## config.mk

```make
export PLATFORM = sky130hd
export DESIGN_NAME = serial_loaded_bank_mapper
export DESIGN_NICKNAME = d
export VERILOG_FILES = /design/src/hw/rtl/slbm_pkg.sv /design/src/hw/rtl/slbm_front.sv /design/src/hw/rtl/slbm_queue.sv /design/src/hw/rtl/slbm_back.sv /design/src/hw/rtl/serial_loaded_bank_mapper.sv
export SDC_FILE = /design/constraint.sdc
export NUM_CORES = 1
export LEC_CHECK = 0
export BUFFER_PORTS_ARGS = -buffer_cell sky130_fd_sc_hd__buf_4
export CORE_MARGIN = 2
export CORE_UTILIZATION = 45
export DETAILED_ROUTE_END_ITERATION = 6
export PLACE_DENSITY = 0.68
export SYNTH_ARGS = -nofsm -noshare
export SYNTH_HDL_FRONTEND = slang
export SYNTH_SLANG_ARGS = --single-unit
```

## constraint.sdc

```tcl
create_clock -name clk_i -period 3.5 [get_ports clk_i]
set_input_delay 0.7 -clock clk_i [delete_from_list [all_inputs] [get_ports clk_i]]
set_output_delay 0.7 -clock clk_i [all_outputs]
set_load 0.05 [all_outputs]
```

## src/hw/rtl/slbm_pkg.sv

```systemverilog
package slbm_pkg;

  // Program ROM bank limit used by the fixed-last-bank mode
  localparam int MaxPrgBanks = 16;

  // Decoupling queue between front and back
  localparam int QueueDepth = 2;
  localparam int QPtrW      = (QueueDepth > 1) ? $clog2(QueueDepth) : 1;
  localparam int QCntW      = $clog2(QueueDepth + 1);

  // Control register after reset, and the bits forced by a serial reset
  localparam logic [4:0] CtrlReset    = 5'h0C;
  localparam logic [4:0] CtrlPrgMode3 = 5'h0C;

  // CPU address map
  localparam logic [15:0] PrgRamBase = 16'h6000;
  localparam logic [15:0] MapperBase = 16'h8000;

  // Serial load completes on the fifth bit
  localparam logic [2:0] SerialLastBit = 3'd4;

  typedef enum logic [1:0] {
    CMD_CPU_RD = 2'd0,
    CMD_CPU_WR = 2'd1,
    CMD_PPU_RD = 2'd2,
    CMD_PPU_WR = 2'd3
  } cmd_e;

  typedef enum logic [1:0] {
    TGT_NONE    = 2'd0,
    TGT_PRG_RAM = 2'd1,
    TGT_PRG_ROM = 2'd2,
    TGT_CHR     = 2'd3
  } target_e;

  typedef enum logic [1:0] {
    ERR_OK        = 2'd0,
    ERR_UNMAPPED  = 2'd1,
    ERR_NO_RAM    = 2'd2,
    ERR_CHR_ROM   = 2'd3
  } error_e;

  typedef enum logic [1:0] {
    CFG_PRG_BANK_COUNT  = 2'd0,
    CFG_PRG_RAM_PRESENT = 2'd1,
    CFG_CHR_WRITABLE    = 2'd2,
    CFG_UNUSED          = 2'd3
  } cfg_idx_e;

  // Access class decided by the front
  typedef enum logic [2:0] {
    CLS_UNMAPPED = 3'd0,
    CLS_RAM_RD   = 3'd1,
    CLS_RAM_WR   = 3'd2,
    CLS_ROM_RD   = 3'd3,
    CLS_SERIAL   = 3'd4,
    CLS_CHR_RD   = 3'd5,
    CLS_CHR_WR   = 3'd6,
    CLS_SPARE    = 3'd7
  } cls_e;

  // Address bits 14-13 select the register: control, CHR low, CHR high, PRG
  typedef enum logic [1:0] {
    REG_CONTROL  = 2'd0,
    REG_CHR_LOW  = 2'd1,
    REG_CHR_HIGH = 2'd2,
    REG_PRG      = 2'd3
  } reg_sel_e;

  typedef struct packed {
    cmd_e        cmd;
    logic [15:0] address;
    logic [7:0]  data;
  } in_word_t;

  typedef struct packed {
    target_e     target;
    logic [17:0] mem_address;
    logic        write_enable;
    logic [7:0]  write_data;
    logic [1:0]  mirroring;
    error_e      error;
  } out_word_t;

  typedef struct packed {
    cls_e        cls;
    logic [15:0] address;
    logic [7:0]  data;
  } q_word_t;

endpackage

```

## src/hw/rtl/slbm_front.sv

```systemverilog
module slbm_front (
  input  slbm_pkg::in_word_t in_word_i,
  output slbm_pkg::q_word_t  q_word_o
);
  import slbm_pkg::*;

  cls_e cls;

  // Classify the access by bus and address window
  always_comb begin
    unique case (in_word_i.cmd)
      CMD_CPU_RD: begin
        if (in_word_i.address < PrgRamBase) begin
          cls = CLS_UNMAPPED;
        end else if (in_word_i.address < MapperBase) begin
          cls = CLS_RAM_RD;
        end else begin
          cls = CLS_ROM_RD;
        end
      end
      CMD_CPU_WR: begin
        if (in_word_i.address < PrgRamBase) begin
          cls = CLS_UNMAPPED;
        end else if (in_word_i.address < MapperBase) begin
          cls = CLS_RAM_WR;
        end else begin
          cls = CLS_SERIAL;
        end
      end
      CMD_PPU_RD: cls = CLS_CHR_RD;
      CMD_PPU_WR: cls = CLS_CHR_WR;
      default:    cls = CLS_UNMAPPED;
    endcase
  end

  assign q_word_o.cls     = cls;
  assign q_word_o.address = in_word_i.address;
  assign q_word_o.data    = in_word_i.data;

endmodule

```

## src/hw/rtl/slbm_queue.sv

```systemverilog
module slbm_queue (
  input  logic              clk_i,
  input  logic              rst_ni,
  input  logic              push_i,
  input  slbm_pkg::q_word_t push_word_i,
  output logic              full_o,
  input  logic              pop_i,
  output logic              head_valid_o,
  output slbm_pkg::q_word_t head_word_o,
  output logic [slbm_pkg::QCntW-1:0] count_o
);
  import slbm_pkg::*;

  q_word_t           mem_q [QueueDepth];
  logic [QPtrW-1:0]  wr_ptr_q, wr_ptr_d;
  logic [QPtrW-1:0]  rd_ptr_q, rd_ptr_d;
  logic [QCntW-1:0]  count_q, count_d;
  logic              do_push, do_pop;

  assign do_push = push_i && (count_q != QCntW'(QueueDepth));
  assign do_pop  = pop_i && (count_q != '0);

  // Pointer and fill tracking, wrapping at the depth
  always_comb begin
    wr_ptr_d = wr_ptr_q;
    rd_ptr_d = rd_ptr_q;
    count_d  = count_q;
    if (do_push) begin
      wr_ptr_d = (wr_ptr_q == QPtrW'(QueueDepth - 1)) ? '0 : wr_ptr_q + QPtrW'(1);
    end
    if (do_pop) begin
      rd_ptr_d = (rd_ptr_q == QPtrW'(QueueDepth - 1)) ? '0 : rd_ptr_q + QPtrW'(1);
    end
    if (do_push && !do_pop) begin
      count_d = count_q + QCntW'(1);
    end else if (do_pop && !do_push) begin
      count_d = count_q - QCntW'(1);
    end
  end

  always_ff @(posedge clk_i or negedge rst_ni) begin
    if (!rst_ni) begin
      wr_ptr_q <= '0;
      rd_ptr_q <= '0;
      count_q  <= '0;
    end else begin
      wr_ptr_q <= wr_ptr_d;
      rd_ptr_q <= rd_ptr_d;
      count_q  <= count_d;
    end
  end

  // Storage, no reset
  always_ff @(posedge clk_i) begin
    if (do_push) begin
      mem_q[wr_ptr_q] <= push_word_i;
    end
  end

  assign full_o       = (count_q == QCntW'(QueueDepth));
  assign head_valid_o = (count_q != '0);
  assign head_word_o  = mem_q[rd_ptr_q];
  assign count_o      = count_q;

endmodule

```

## src/hw/rtl/slbm_back.sv

```systemverilog
module slbm_back (
  input  logic               clk_i,
  input  logic               rst_ni,
  input  logic               cfg_we_i,
  input  slbm_pkg::cfg_idx_e cfg_index_i,
  input  logic [4:0]         cfg_data_i,
  input  logic               head_valid_i,
  input  slbm_pkg::q_word_t  head_word_i,
  output logic               pop_o,
  output logic               out_valid_o,
  input  logic               out_stall_i,
  output slbm_pkg::out_word_t out_word_o
);
  import slbm_pkg::*;

  // Configuration registers
  logic [4:0] prg_bank_count_q;
  logic       prg_ram_present_q;
  logic       chr_writable_q;

  // Mapper state
  logic [4:0] shift_q, shift_d;
  logic [2:0] bit_count_q, bit_count_d;
  logic [4:0] ctrl_q, ctrl_d;
  logic [4:0] chr_low_q, chr_low_d;
  logic [4:0] chr_high_q, chr_high_d;
  logic [3:0] prg_bank_q, prg_bank_d;

  // Output register
  logic       out_valid_q;
  out_word_t  out_q, out_d;

  logic        pop;
  logic [4:0]  shift_next;
  logic [4:0]  bank_count_clamped;
  logic [3:0]  prg_last;
  logic [3:0]  prg_sel;
  logic [4:0]  chr_sel;
  logic [17:0] prg_offset;
  logic [17:0] chr_offset;
  logic        prg_upper;
  logic        chr_upper;

  assign pop   = head_valid_i && (!out_valid_q || !out_stall_i);
  assign pop_o = pop;

  always_ff @(posedge clk_i or negedge rst_ni) begin
    if (!rst_ni) begin
      prg_bank_count_q  <= 5'd2;
      prg_ram_present_q <= 1'b1;
      chr_writable_q    <= 1'b0;
    end else if (cfg_we_i) begin
      unique case (cfg_index_i)
        CFG_PRG_BANK_COUNT:  prg_bank_count_q  <= cfg_data_i;
        CFG_PRG_RAM_PRESENT: prg_ram_present_q <= cfg_data_i[0];
        CFG_CHR_WRITABLE:    chr_writable_q    <= cfg_data_i[0];
        default: ;
      endcase
    end
  end

  // Program ROM bank: 16KB slots selected by address bit 14
  always_comb begin
    prg_upper = head_word_i.address[14];
    if (prg_bank_count_q == 5'd0) begin
      bank_count_clamped = 5'd1;
    end else if (prg_bank_count_q > 5'(MaxPrgBanks)) begin
      bank_count_clamped = 5'(MaxPrgBanks);
    end else begin
      bank_count_clamped = prg_bank_count_q;
    end
    prg_last = 4'(bank_count_clamped - 5'd1);
    unique case (ctrl_q[3:2])
      2'd0, 2'd1: prg_sel = {prg_bank_q[3:1], prg_upper};
      2'd2:       prg_sel = prg_upper ? prg_bank_q : 4'd0;
      default:    prg_sel = prg_upper ? prg_last : prg_bank_q;
    endcase
    prg_offset = 18'({prg_sel, head_word_i.address[13:0]});
  end

  // Character bank: 4KB slots, upper slot for any address at or above 0x1000
  always_comb begin
    chr_upper = |head_word_i.address[15:12];
    if (ctrl_q[4]) begin
      chr_sel = chr_upper ? chr_high_q : chr_low_q;
    end else begin
      chr_sel = {chr_low_q[4:1], chr_upper};
    end
    chr_offset = 18'({chr_sel, head_word_i.address[11:0]});
  end

  // Carry out the access: state update and result word
  always_comb begin
    shift_d     = shift_q;
    bit_count_d = bit_count_q;
    ctrl_d      = ctrl_q;
    chr_low_d   = chr_low_q;
    chr_high_d  = chr_high_q;
    prg_bank_d  = prg_bank_q;
    shift_next  = {head_word_i.data[0], shift_q[4:1]};

    out_d.target       = TGT_NONE;
    out_d.mem_address  = '0;
    out_d.write_enable = 1'b0;
    out_d.write_data   = '0;
    out_d.error        = ERR_OK;

    unique case (head_word_i.cls)
      CLS_RAM_RD, CLS_RAM_WR: begin
        if (prg_ram_present_q) begin
          out_d.target       = TGT_PRG_RAM;
          out_d.mem_address  = 18'(head_word_i.address[12:0]);
          out_d.write_enable = (head_word_i.cls == CLS_RAM_WR);
          out_d.write_data   = (head_word_i.cls == CLS_RAM_WR) ? head_word_i.data : '0;
        end else begin
          out_d.error = ERR_NO_RAM;
        end
      end
      CLS_ROM_RD: begin
        out_d.target      = TGT_PRG_ROM;
        out_d.mem_address = prg_offset;
      end
      CLS_SERIAL: begin
        if (head_word_i.data[7]) begin
          shift_d     = '0;
          bit_count_d = '0;
          ctrl_d      = ctrl_q | CtrlPrgMode3;
        end else if (bit_count_q == SerialLastBit) begin
          shift_d     = '0;
          bit_count_d = '0;
          unique case (reg_sel_e'(head_word_i.address[14:13]))
            REG_CONTROL:  ctrl_d     = shift_next;
            REG_CHR_LOW:  chr_low_d  = shift_next;
            REG_CHR_HIGH: chr_high_d = shift_next;
            default:      prg_bank_d = shift_next[3:0];
          endcase
        end else begin
          shift_d     = shift_next;
          bit_count_d = bit_count_q + 3'd1;
        end
      end
      CLS_CHR_RD: begin
        out_d.target      = TGT_CHR;
        out_d.mem_address = chr_offset;
      end
      CLS_CHR_WR: begin
        if (chr_writable_q) begin
          out_d.target       = TGT_CHR;
          out_d.mem_address  = chr_offset;
          out_d.write_enable = 1'b1;
          out_d.write_data   = head_word_i.data;
        end else begin
          out_d.error = ERR_CHR_ROM;
        end
      end
      default: begin
        out_d.error = ERR_UNMAPPED;
      end
    endcase

    // Mirroring reflects the control register after this access
    out_d.mirroring = ctrl_d[1:0];
  end

  always_ff @(posedge clk_i or negedge rst_ni) begin
    if (!rst_ni) begin
      shift_q     <= '0;
      bit_count_q <= '0;
      ctrl_q      <= CtrlReset;
      chr_low_q   <= '0;
      chr_high_q  <= '0;
      prg_bank_q  <= '0;
      out_valid_q <= 1'b0;
    end else begin
      if (pop) begin
        shift_q     <= shift_d;
        bit_count_q <= bit_count_d;
        ctrl_q      <= ctrl_d;
        chr_low_q   <= chr_low_d;
        chr_high_q  <= chr_high_d;
        prg_bank_q  <= prg_bank_d;
        out_valid_q <= 1'b1;
      end else if (!out_stall_i) begin
        out_valid_q <= 1'b0;
      end
    end
  end

  always_ff @(posedge clk_i) begin
    if (pop) begin
      out_q <= out_d;
    end
  end

  assign out_valid_o = out_valid_q;
  assign out_word_o  = out_q;

endmodule

```

## src/hw/rtl/serial_loaded_bank_mapper.sv

```systemverilog
// An accepted word is first registered into the queue, then mapped from the queue
// head into the output register; it waits longer while the output is stalled.
// Throughput: one word per cycle unless the output stalls (mapping is combinational).
// The input stalls only while the two-entry queue is full.
// Reset (rst_ni low, asynchronous) empties the queue and output, restores the
// mapper registers (control 0x0C, banks zero) and the configuration defaults.
module serial_loaded_bank_mapper (
  input  logic                 clk_i,
  input  logic                 rst_ni,
  input  logic                 cfg_we_i,
  input  logic [1:0]           cfg_index_i,
  input  logic [4:0]           cfg_data_i,
  input  logic                 in_valid_i,
  output logic                 in_stall_o,
  input  slbm_pkg::in_word_t   in_word_i,
  output logic                 out_valid_o,
  input  logic                 out_stall_i,
  output slbm_pkg::out_word_t  out_word_o
);
  import slbm_pkg::*;

  q_word_t          front_word;
  q_word_t          head_word;
  logic             q_full;
  logic             head_valid;
  logic             pop;
  logic [QCntW-1:0] q_count;

  // Front: classify the access
  slbm_front u_front (
    .in_word_i (in_word_i),
    .q_word_o  (front_word)
  );

  // Decoupling queue
  slbm_queue u_queue (
    .clk_i        (clk_i),
    .rst_ni       (rst_ni),
    .push_i       (in_valid_i && !q_full),
    .push_word_i  (front_word),
    .full_o       (q_full),
    .pop_i        (pop),
    .head_valid_o (head_valid),
    .head_word_o  (head_word),
    .count_o      (q_count)
  );

  // Back: mapper state and result
  slbm_back u_back (
    .clk_i        (clk_i),
    .rst_ni       (rst_ni),
    .cfg_we_i     (cfg_we_i),
    .cfg_index_i  (cfg_idx_e'(cfg_index_i)),
    .cfg_data_i   (cfg_data_i),
    .head_valid_i (head_valid),
    .head_word_i  (head_word),
    .pop_o        (pop),
    .out_valid_o  (out_valid_o),
    .out_stall_i  (out_stall_i),
    .out_word_o   (out_word_o)
  );

  assign in_stall_o = q_full;

  // Checks
  a_queue_bound: assert property (@(posedge clk_i) disable iff (!rst_ni)
    q_count <= QCntW'(QueueDepth))
    else $error("queue fill beyond depth");

  a_pop_needs_word: assert property (@(posedge clk_i) disable iff (!rst_ni)
    pop |-> head_valid)
    else $error("pop from empty queue");

  a_err_no_target: assert property (@(posedge clk_i) disable iff (!rst_ni)
    (out_valid_o && out_word_o.error != ERR_OK) |-> (out_word_o.target == TGT_NONE))
    else $error("error word carries a target");

  a_we_has_target: assert property (@(posedge clk_i) disable iff (!rst_ni)
    (out_valid_o && out_word_o.write_enable) |->
      (out_word_o.target == TGT_PRG_RAM || out_word_o.target == TGT_CHR))
    else $error("write strobe without writable target");

endmodule
```

[Yosys cells after proc, flatten, opt, wreduce, memory -nomap -nowiden]
Memory sizes are Yosys's and may differ from the RTL's.
Index checks and enable logic that the tools add are counted.
Operators by class
  add/subtract/negate cells: 6
  $lt $le $gt $ge: 3
  equality and inequality tests: 19
  mux-type cells: 36
  bitwise operators: 2
  reductions and logical operators: 35
Operators with widths (number)
  $pmux 20 s4: 1
  $mux 29: 1
  $mux 28: 1
  $mux 4: 7
  $mux 5: 4
  $reduce_and 5->1: 4
  $pmux 9 s2: 1
  $lt 16x15->1 const B: 1
  $lt 16x16->1 const B: 1
  $mux 3: 5
  $eq 2x2->1 const B: 6
  $eq 3x3->1 const B: 4
  $mux 2: 6
  $pmux 3 s4: 1
  $eq 2x1->1 const B: 4
  $logic_not 2->1: 4
  $mux 8: 1
  $pmux 4 s2: 1
  $reduce_and 2->1: 4
  $reduce_bool 2->1: 4
  $eq 3x2->1 const B: 2
  $logic_and 1x1->1: 6
  $mux 1: 6
  $pmux 2 s3: 1
  other kinds (17): 25
Storage, ports and cells
  flip-flop bits (word level): 72
  RAM bits: 54
  input bits: 38
  output and inout bits: 35
  logic and storage cells: 123
  memories: 1
Memory list
  u_queue.mem_q: depth 2, width 27, read ports 1, clocked after Yosys merged registers in 0, write ports 1, line slbm_queue.sv:14  | q_word_t mem_q [QueueDepth];

[Logic depth before layout (Yosys ltp)]
Gate-level depths: netlist of run 1.
  depth in word-level cells: 8
  depth in mapped cells: 8
  depth with buffers taken out: 7

[Modules after synthesis]
A second synthesis of run 1 with hierarchy kept.
Second synthesis, totals
  cells, all modules: 370
  area total of the unflattened synthesis: 5591.6 µm²
By module, submodules not included
  slbm_back: instances 1, cells an instance 235, area each 3103.0 µm², seq. area each 1846.8 µm²
  slbm_queue: instances 1, cells an instance 103, area each 2248.4 µm², seq. area each 1721.7 µm²
  slbm_front: instances 1, cells an instance 31, area each 226.5 µm², seq. area each 0.0 µm²
  serial_loaded_bank_mapper: instances 1, cells an instance 1, area each 13.8 µm², seq. area each 0.0 µm²

[Worst setup path before layout of run 1]
Ideal clock, no wire load.
  path kind: in2reg
  from: in in_valid_i
  to: mem u_queue.mem_q[0][0] (netlist name) (enable)
  data arrival time: 1.937 ns
  required time: 3.089 ns
  slack: 1.152 ns
  cell stages on the path: 2
  cells stage by stage: nand2_1 > nor2_1
Between the ends
  longest elaborated chain between the ends: 4
RTL lines
  start: declaration: line serial_loaded_bank_mapper.sv:13  | input logic in_valid_i,
  $logic_and 1x1->1: line serial_loaded_bank_mapper.sv:39  | .push_i (in_valid_i && !q_full),
  $logic_and 1x1->1: line slbm_queue.sv:20  | assign do_push = push_i && (count_q != QCntW'(QueueDepth));
  $mux 1: line slbm_queue.sv:55  | if (do_push) begin
  $mux 1 (implied by the code): line slbm_queue.sv:56  | mem_q[wr_ptr_q] <= push_word_i;
  end: declaration: line slbm_queue.sv:14
No other way between the ends.

[Worst setup path after layout of run 1]
  from: reg u_queue.rd_ptr_q
  to: reg u_back.chr_high_q[3]
Between the ends
  longest elaborated chain between the ends: 3
  elaborated cells on any way between the ends: 5
  classes of those cells: 2 x eq/ne; 1 x bitwise; 1 x reduce/logical; 1 x memory
RTL lines
  start: declaration: line slbm_queue.sv:16  | logic [QPtrW-1:0] rd_ptr_q, rd_ptr_d;
  start signal: assignment: line slbm_queue.sv:48  | rd_ptr_q <= rd_ptr_d;
  $mem_v2 2x27 (*)
  $eq 3x3->1 (tied with other cells): line slbm_back.sv:108  | unique case (head_word_i.cls)
  $reduce_and 5->1 (no line) (*)
  end signal: assignment: line slbm_back.sv:180  | chr_high_q <= chr_high_d;
  end: declaration: line slbm_back.sv:26  | logic [4:0] chr_high_q, chr_high_d;
Every way passes the cells marked *; elsewhere a longest branch is shown, timed or not.
A chain may end at the register's enable or synchronous reset.

==> qor.yml, run 1 <==
status:
  status: "finished, final reports clean"
global_routing:
  number_of_global_route_vias_before_repair: 3140
  antenna_violations_before_repair: 0
  grt_max_degree: 39
  global_route_wire_length_before_repair_um: 15460
  grt_usage_pct: 15.98
  gr-total-overflow: 0
synth:
  seq_area_frac_synth_pct: 67.71
  most_area_consuming_cells_after_synthesis: "edfxtp_1 50%, dfrtp_1 16%, mux2i_1 4.9%"
  netlist.top_cell.by_area: "edfxtp_1"
  ys_seq_elements: 125
  synth-warning-count: 0
  post_synth_inst_count: 355
  synth.net_count: 397
  synthDominantCellAreaShare_pct: 49.57
  yosys.cell_types.count: 52
  syn_area_um2: 5270
  synth.avg_cell_area_um2: 14.85
clock_network:
  cts-resized-gates: 0
  cts_max_path_buffers: 2
  holdBufCountCts: 0
  cts_made_buffers: 17
  path_clk_slew_ps: 60
  cts.root.buffer_cell: "clkbuf_16"
  setup_fix_bufs_post_cts: 0
  clkLatencyLatePin_ps: 420
  tritoncts_num_sinks: 125
  number_of_levels_the_h_tree_was_split_into: 4
  cts_tree: "yes"
worst_setup_path:
  rrSetupSlack_ps: 990
  cp_top_family: "compound AO/OA/AOI/OAI gates"
  r2r-end: "u_back.chr_high_q[3]$_DFFE_PN0P_"
  r2r_start: "u_queue.rd_ptr_q$_DFFE_PN0P_"
  worst_path_largest_cell_delay_ps: 810
  crit_path_start_kind: "register"
  path_buf_inv: 0
  critical_path_fanouts_max: 30
  timing.critical_path.arrival_ps: 2800
  cp_slowest_cell: "dfrtp_2"
  crit_path_cell_trace: "mux2i_4 -> o2111ai_2 -> a211o_1 -> mux2_2"
  worst_ep_required_time_ps: 3800
  reg2reg_depth: 4
  timing_worst_setup_path_type: "reg -> reg"
  critPathCaptureType: "register"
layout:
  final_core_util_pct: 57.91
  final_layout_size_suffix_gt1_share_pct: 33.41
  nets: 487
  layout_common_cells: "87 x edfxtp_1, 78 x buf_4, 34 x nand2_1"
  area_growth_syn_to_layout_pct: 25.47
  final_cell_area_um2: 6613
  final_common_cell: "edfxtp_1"
  antenna_cells_inserted: 0
place:
  post-dp-hpwl_um: 6704
  dpl-instance-area_um2: 5986
  numPortBuffers: 72
  gp_congestion: 0.8314
sta:
  finalCritPeriodShare_pct: 71.68
  final-setup-viol-count: 0
  setup_repair_after_global_routing_missed_its_margin: "no"
  finalHoldWorstSlack_ps: 245.2
  finalHoldViolations: 0
  maximum_clock_skew_at_final_layout_ps: 8.847
  timing.setup.tns_ps: 0
  tightest_slew_ps: 755.3
  slew_headroom_pct: 49.54
  timing_max_transition_violations_final: 0
  achievable-frequency_mhz: 398.6
  finalWorstPathRequiredPeriod_ps: 2509
route:
  count_of_antenna_violating_nets_left_after_detailed_routing: 0
  dr_total_vias: 3103
  detailedRoute.firstIterationViolations: 181
  routedWlPerCell_um: 16.04
  drc: 0
  number_of_search_and_repair_iterations_in_the_first_detailed_routing_pass: 4
  routed_wl_um: 9638
  post_drt_via_cell_ratio: 5.163
die:
  floorplan.die.height_um: 112.2
  initial_cell_density_of_the_core_pct: 46.15
  die_w_um: 112.2
  core_area_um2: 11420
  top_level_ports: 73
  core.rowCount: 39
  dieArea_um2: 12590
flow_run:
  max-cap-violations: 0
power:
  power.ir.vdd_worst_v: 0.0005970
  p_per_area_nw_per_um2: 943.0
  leakagePower_uw: 0.002749
min_path:
  worstHoldPathType: "in -> async"
per-layer routing:
metal / global-route usage, % / part of all wire, %
met3: 5.184 / 5.2
met1: 19.24 / 43
met4: 6.748 / 1.8
met5: 0 / 0
met2: 26.63 / 50
cell type report:
class | count | area (um2)
clock buffers | 17 | 425.4
clock inverters | 15 | 201.4
fillers | 910 | 4806
inverters | 9 | 33.78
multi-input cells | 214 | 1618
flip-flops and latches | 125 | 3570
well taps | 143 | 178.9
repair buffers | 78 | 585.6
registers in the layout, summed over array words and instances, names as in the netlist, 2 cells and up:
register,cells
u_back.bit_count_q,3
u_back.chr_high_q,5
u_back.chr_low_q,5
u_back.ctrl_q,5
u_back.out_word_o,33
u_back.prg_bank_count_q,5
u_back.prg_bank_q,4
u_back.shift_q,4
u_queue.count_o,2
u_queue.mem_q,54
cell usage after synthesis, drive strengths merged:
cell type	n
edfxtp	87
nand2	35
dfrtp	34
nor2	31
mux2	30
mux2i	28
o21ai	16
inv	9
buf	6
nand2b	6
a21oi	5
nor3b	5
xnor2	5
dfstp	4
ha	4
nand3	4
nand3b	4
nor3	4
a211o	3
a22oi	3
o22ai	3
and3b	2
nor2b	2
o2111ai	2
o211ai	2
o22a	2
o31ai	2
o32ai	2
or2	2
xor2	2
a21boi	1
a21o	1
a31o	1
a41oi	1
and3	1
clkbuf	1
nor4bb	1
o21bai	1
o221a	1
o311ai	1
or3	1
metrics by stage:
step / instances / setup WS, ps / power [uW]
after floorplan: 355 / 1152 / 3851
after global placement: 569 / 1103 / 4383
after detailed placement: 569 / 1008 / 4430
after CTS: 601 / 992.6 / 6287
after global routing: 601 / 814.4 / 6520
final: 601 / 991.3 / 6236
power breakdown:
group / leakage, uW / internal, uW / total, uW / switching, uW
sequential: 0.00132 / 2110 / 2380 / 273
clock: 0.000305 / 1150 / 1840 / 691
combinational: 0.00112 / 675 / 2020 / 1340
worst max path at each step:
stage	cells past startpoint	end	startpoint	slack (ps)
2_1_floorplan	2	u_queue.mem_q[0][0]$_DFFE_PP_	in_valid_i	1150
3_3_place_gp	4	u_back.chr_high_q[2]$_DFFE_PN0P_	u_queue.rd_ptr_q$_DFFE_PN0P_	1100
3_5_place_dp	4	u_back.chr_high_q[4]$_DFFE_PN0P_	u_queue.rd_ptr_q$_DFFE_PN0P_	1010
4_1_cts	4	u_back.chr_high_q[3]$_DFFE_PN0P_	u_queue.rd_ptr_q$_DFFE_PN0P_	990
5_1_grt	4	u_back.out_word_o[21]$_DFFE_PP_	u_queue.rd_ptr_q$_DFFE_PN0P_	810
6_report	4	u_back.chr_high_q[3]$_DFFE_PN0P_	u_queue.rd_ptr_q$_DFFE_PN0P_	990
cell families after synthesis:
kind of cell | synth area share (%)
AO/OA/AOI/OAI | 6.553
flip-flops | 67.71
adder cells (fa/ha/maj) | 0.9497
multiplexers | 12.63
XOR/XNOR | 1.163
AND/OR/NAND/NOR | 9.354
buffers and inverters | 1.638
No activity file was read; power rests on OpenSTA's default activity.
==> inputs of run 2 (changes only) <==
- PLACE_DENSITY: 0.68 -> 0.7
- clock period: 3.5 -> 2.15 ns (I/O delays scaled with it)
==> run 2 against run 1 <==
Compared with the run above: register-to-register slack worse by 870 ps; worst setup slack lost 870 ps; routed wire length rose by 7.4%; final cell count grew 1.7%; first-iteration DRC count stayed put; clock skew is 1.7 ps higher.
==> qor.yml, run 2 (synthesized netlist as in run 1, its figures left out) <==
status:
  status: "finished, final reports clean"
route:
  post_drt_via_cell_ratio: 5.237
  drc: 0
  routed_wl_um: 10350
  routedWlPerCell_um: 16.94
  dr_total_vias: 3200
  detailedRoute.firstIterationViolations: 181
  count_of_antenna_violating_nets_left_after_detailed_routing: 0
  number_of_search_and_repair_iterations_in_the_first_detailed_routing_pass: 4
worst_setup_path:
  critical_path_fanouts_max: 24
  worst_ep_required_time_ps: 2440
  critPathCaptureType: "register"
  worstSetupStartpoint: "u_queue.rd_ptr_q$_DFFE_PN0P_"
  crit_path_start_kind: "register"
  timing_worst_setup_path_type: "reg -> reg"
  r2r_start: "u_queue.rd_ptr_q$_DFFE_PN0P_"
  timing.critical_path.arrival_ps: 2330
  reg2reg_depth: 5
die:
  core.rowCount: 39
  dieArea_um2: 12590
  floorplan.die.height_um: 112.2
  top_level_ports: 73
  initial_cell_density_of_the_core_pct: 46.15
  core_area_um2: 11420
  die_w_um: 112.2
layout:
  max_flop_register: "u_queue.mem_q"
  nets: 497
  max_reg_flops: 54
  final_cell_area_um2: 6666
  layout_common_cells: "87 x edfxtp_1, 86 x buf_4, 34 x nand2_1"
  fillers: 913
  multi_input_comb_area_um2: 1624
  final_common_cell: "edfxtp_1"
  final_layout_size_suffix_gt1_share_pct: 34.19
  antenna_cells_inserted: 0
  flip_flop_and_latch_area_um2: 3572
  area_growth_syn_to_layout_pct: 26.50
  final_core_util_pct: 58.38
global_routing:
  number_of_global_route_vias_before_repair: 3352
  global_route.usage.met3_pct: 4.860
  grt_usage_pct: 17.70
  gr-usage-met2_pct: 29.16
  global_route_wire_length_before_repair_um: 16790
  grt_max_degree: 39
  globalRouteMet1Util_pct: 21.77
  gr-total-overflow: 0
  grt.busiest_layer: "met2"
  antenna_violations_before_repair: 0
sta:
  finalCritPeriodShare_pct: 94.56
  finalHoldWorstSlack_ps: 197.0
  maximum_clock_skew_at_final_layout_ps: 10.58
  timing.setup.tns_ps: 0
  finalHoldViolations: 0
  finalWorstPathRequiredPeriod_ps: 2033
  final-setup-viol-count: 0
  tightest_slew_ps: 591.2
  timing_max_transition_violations_final: 0
  setup_repair_after_global_routing_missed_its_margin: "no"
  achievable-frequency_mhz: 491.9
  slew_headroom_pct: 60.42
power:
  power.ir.vdd_worst_v: 0.0009586
  power.total_uw: 10130
  p_per_area_nw_per_um2: 1519
  leakagePower_uw: 0.002786
min_path:
  hold_path_depth: 1
  hp-start: "in_word_i[6]"
  worstHoldPathType: "in -> reg"
place:
  numPortBuffers: 72
  dpl-instance-area_um2: 6066
  post-dp-hpwl_um: 7101
  gp_congestion: 0.7885
clock_network:
  cts_tree: "yes"
  number_of_levels_the_h_tree_was_split_into: 4
  cts_made_buffers: 17
  tritoncts_num_sinks: 125
  cts.root.buffer_cell: "clkbuf_16"
  path_clk_slew_ps: 60
  cts_max_path_buffers: 2
  clkLatencyLatePin_ps: 410
  setup_fix_bufs_post_cts: 0
flow_run:
  max-cap-violations: 0
-- run 2: cell types whose count changed in the layout (fill, tap and decap cells not counted), sizes merged --
| cell | previous run | this run |
|---|---|---|
| buf | 78 | 87 |
| clkinv | 3 | 5 |
| bufinv | 3 | 2 |
| clkbuf | 17 | 18 |
| clkinvlp | 1 | 0 |
| dlygate4sd3 | 0 | 1 |
| inv | 17 | 16 |
-- run 2: where the power goes --
| part | total, uW | switching [uW] | internal (uW) |
|---|---|---|---|
| Clock | 2800 | 1080 | 1730 |
| Combinational | 3470 | 2250 | 1220 |
| Sequential | 3860 | 423 | 3440 |
| Total | 10100 | 3750 | 6380 |
-- run 2: timing repair --
item	CTS	global route
endpoints found under the hold margin	25	0
hold buffers	1	0
gates resized for setup	0	2
setup endpoints to repair	0	45
-- run 2: worst paths after layout --
path | to | slack, ps
max | u_back.chr_high_q[3]$_DFFE_PN0P_ | 120
min | u_queue.mem_q[0][6]$_DFFE_PP_ | 200
max reg2reg | u_back.chr_high_q[3]$_DFFE_PN0P_ | 120
min reg2reg | u_queue.count_o[1]$_DFFE_PN0P_ | 510
max in group asynchronous | u_queue.rd_ptr_q$_DFFE_PN0P_ | 1220
min in group asynchronous | u_back.prg_bank_count_q[4]$_DFFE_PN0P_ | 540
-- run 2: per-stage QoR --
step | worst slack (ps) | std cells
after global placement | 105.4 | 578
after floorplan | 189.0 | 355
final | 117.0 | 611
after global routing | 2.198 | 611
after CTS | 28.09 | 611
after detailed placement | 60.63 | 578
-- run 2: critical path, cell delays in order (launching register included) --
cell	delay [ps]
dfrtp_4	630
mux2i_4	310
buf_4	190
nand3_1	80
a211o_1	390
mux2_2	310
-- run 2: area by class of cell --
type	instances	area share, %
Timing Repair Buffer	88	10.14
Inverter	9	0.5068
Tap cell	143	2.684
Sequential cell	125	53.58
Clock inverter	14	2.290
Clock buffer	18	6.438
Multi-Input combinational cell	214	24.36
-- run 2: routing by layer --
metal | routed length (um) | share of wire [%]
met1 | 4428 | 43
met2 | 5329 | 51
met3 | 424 | 4.1
met4 | 172 | 1.7
met5 | 0 | 0
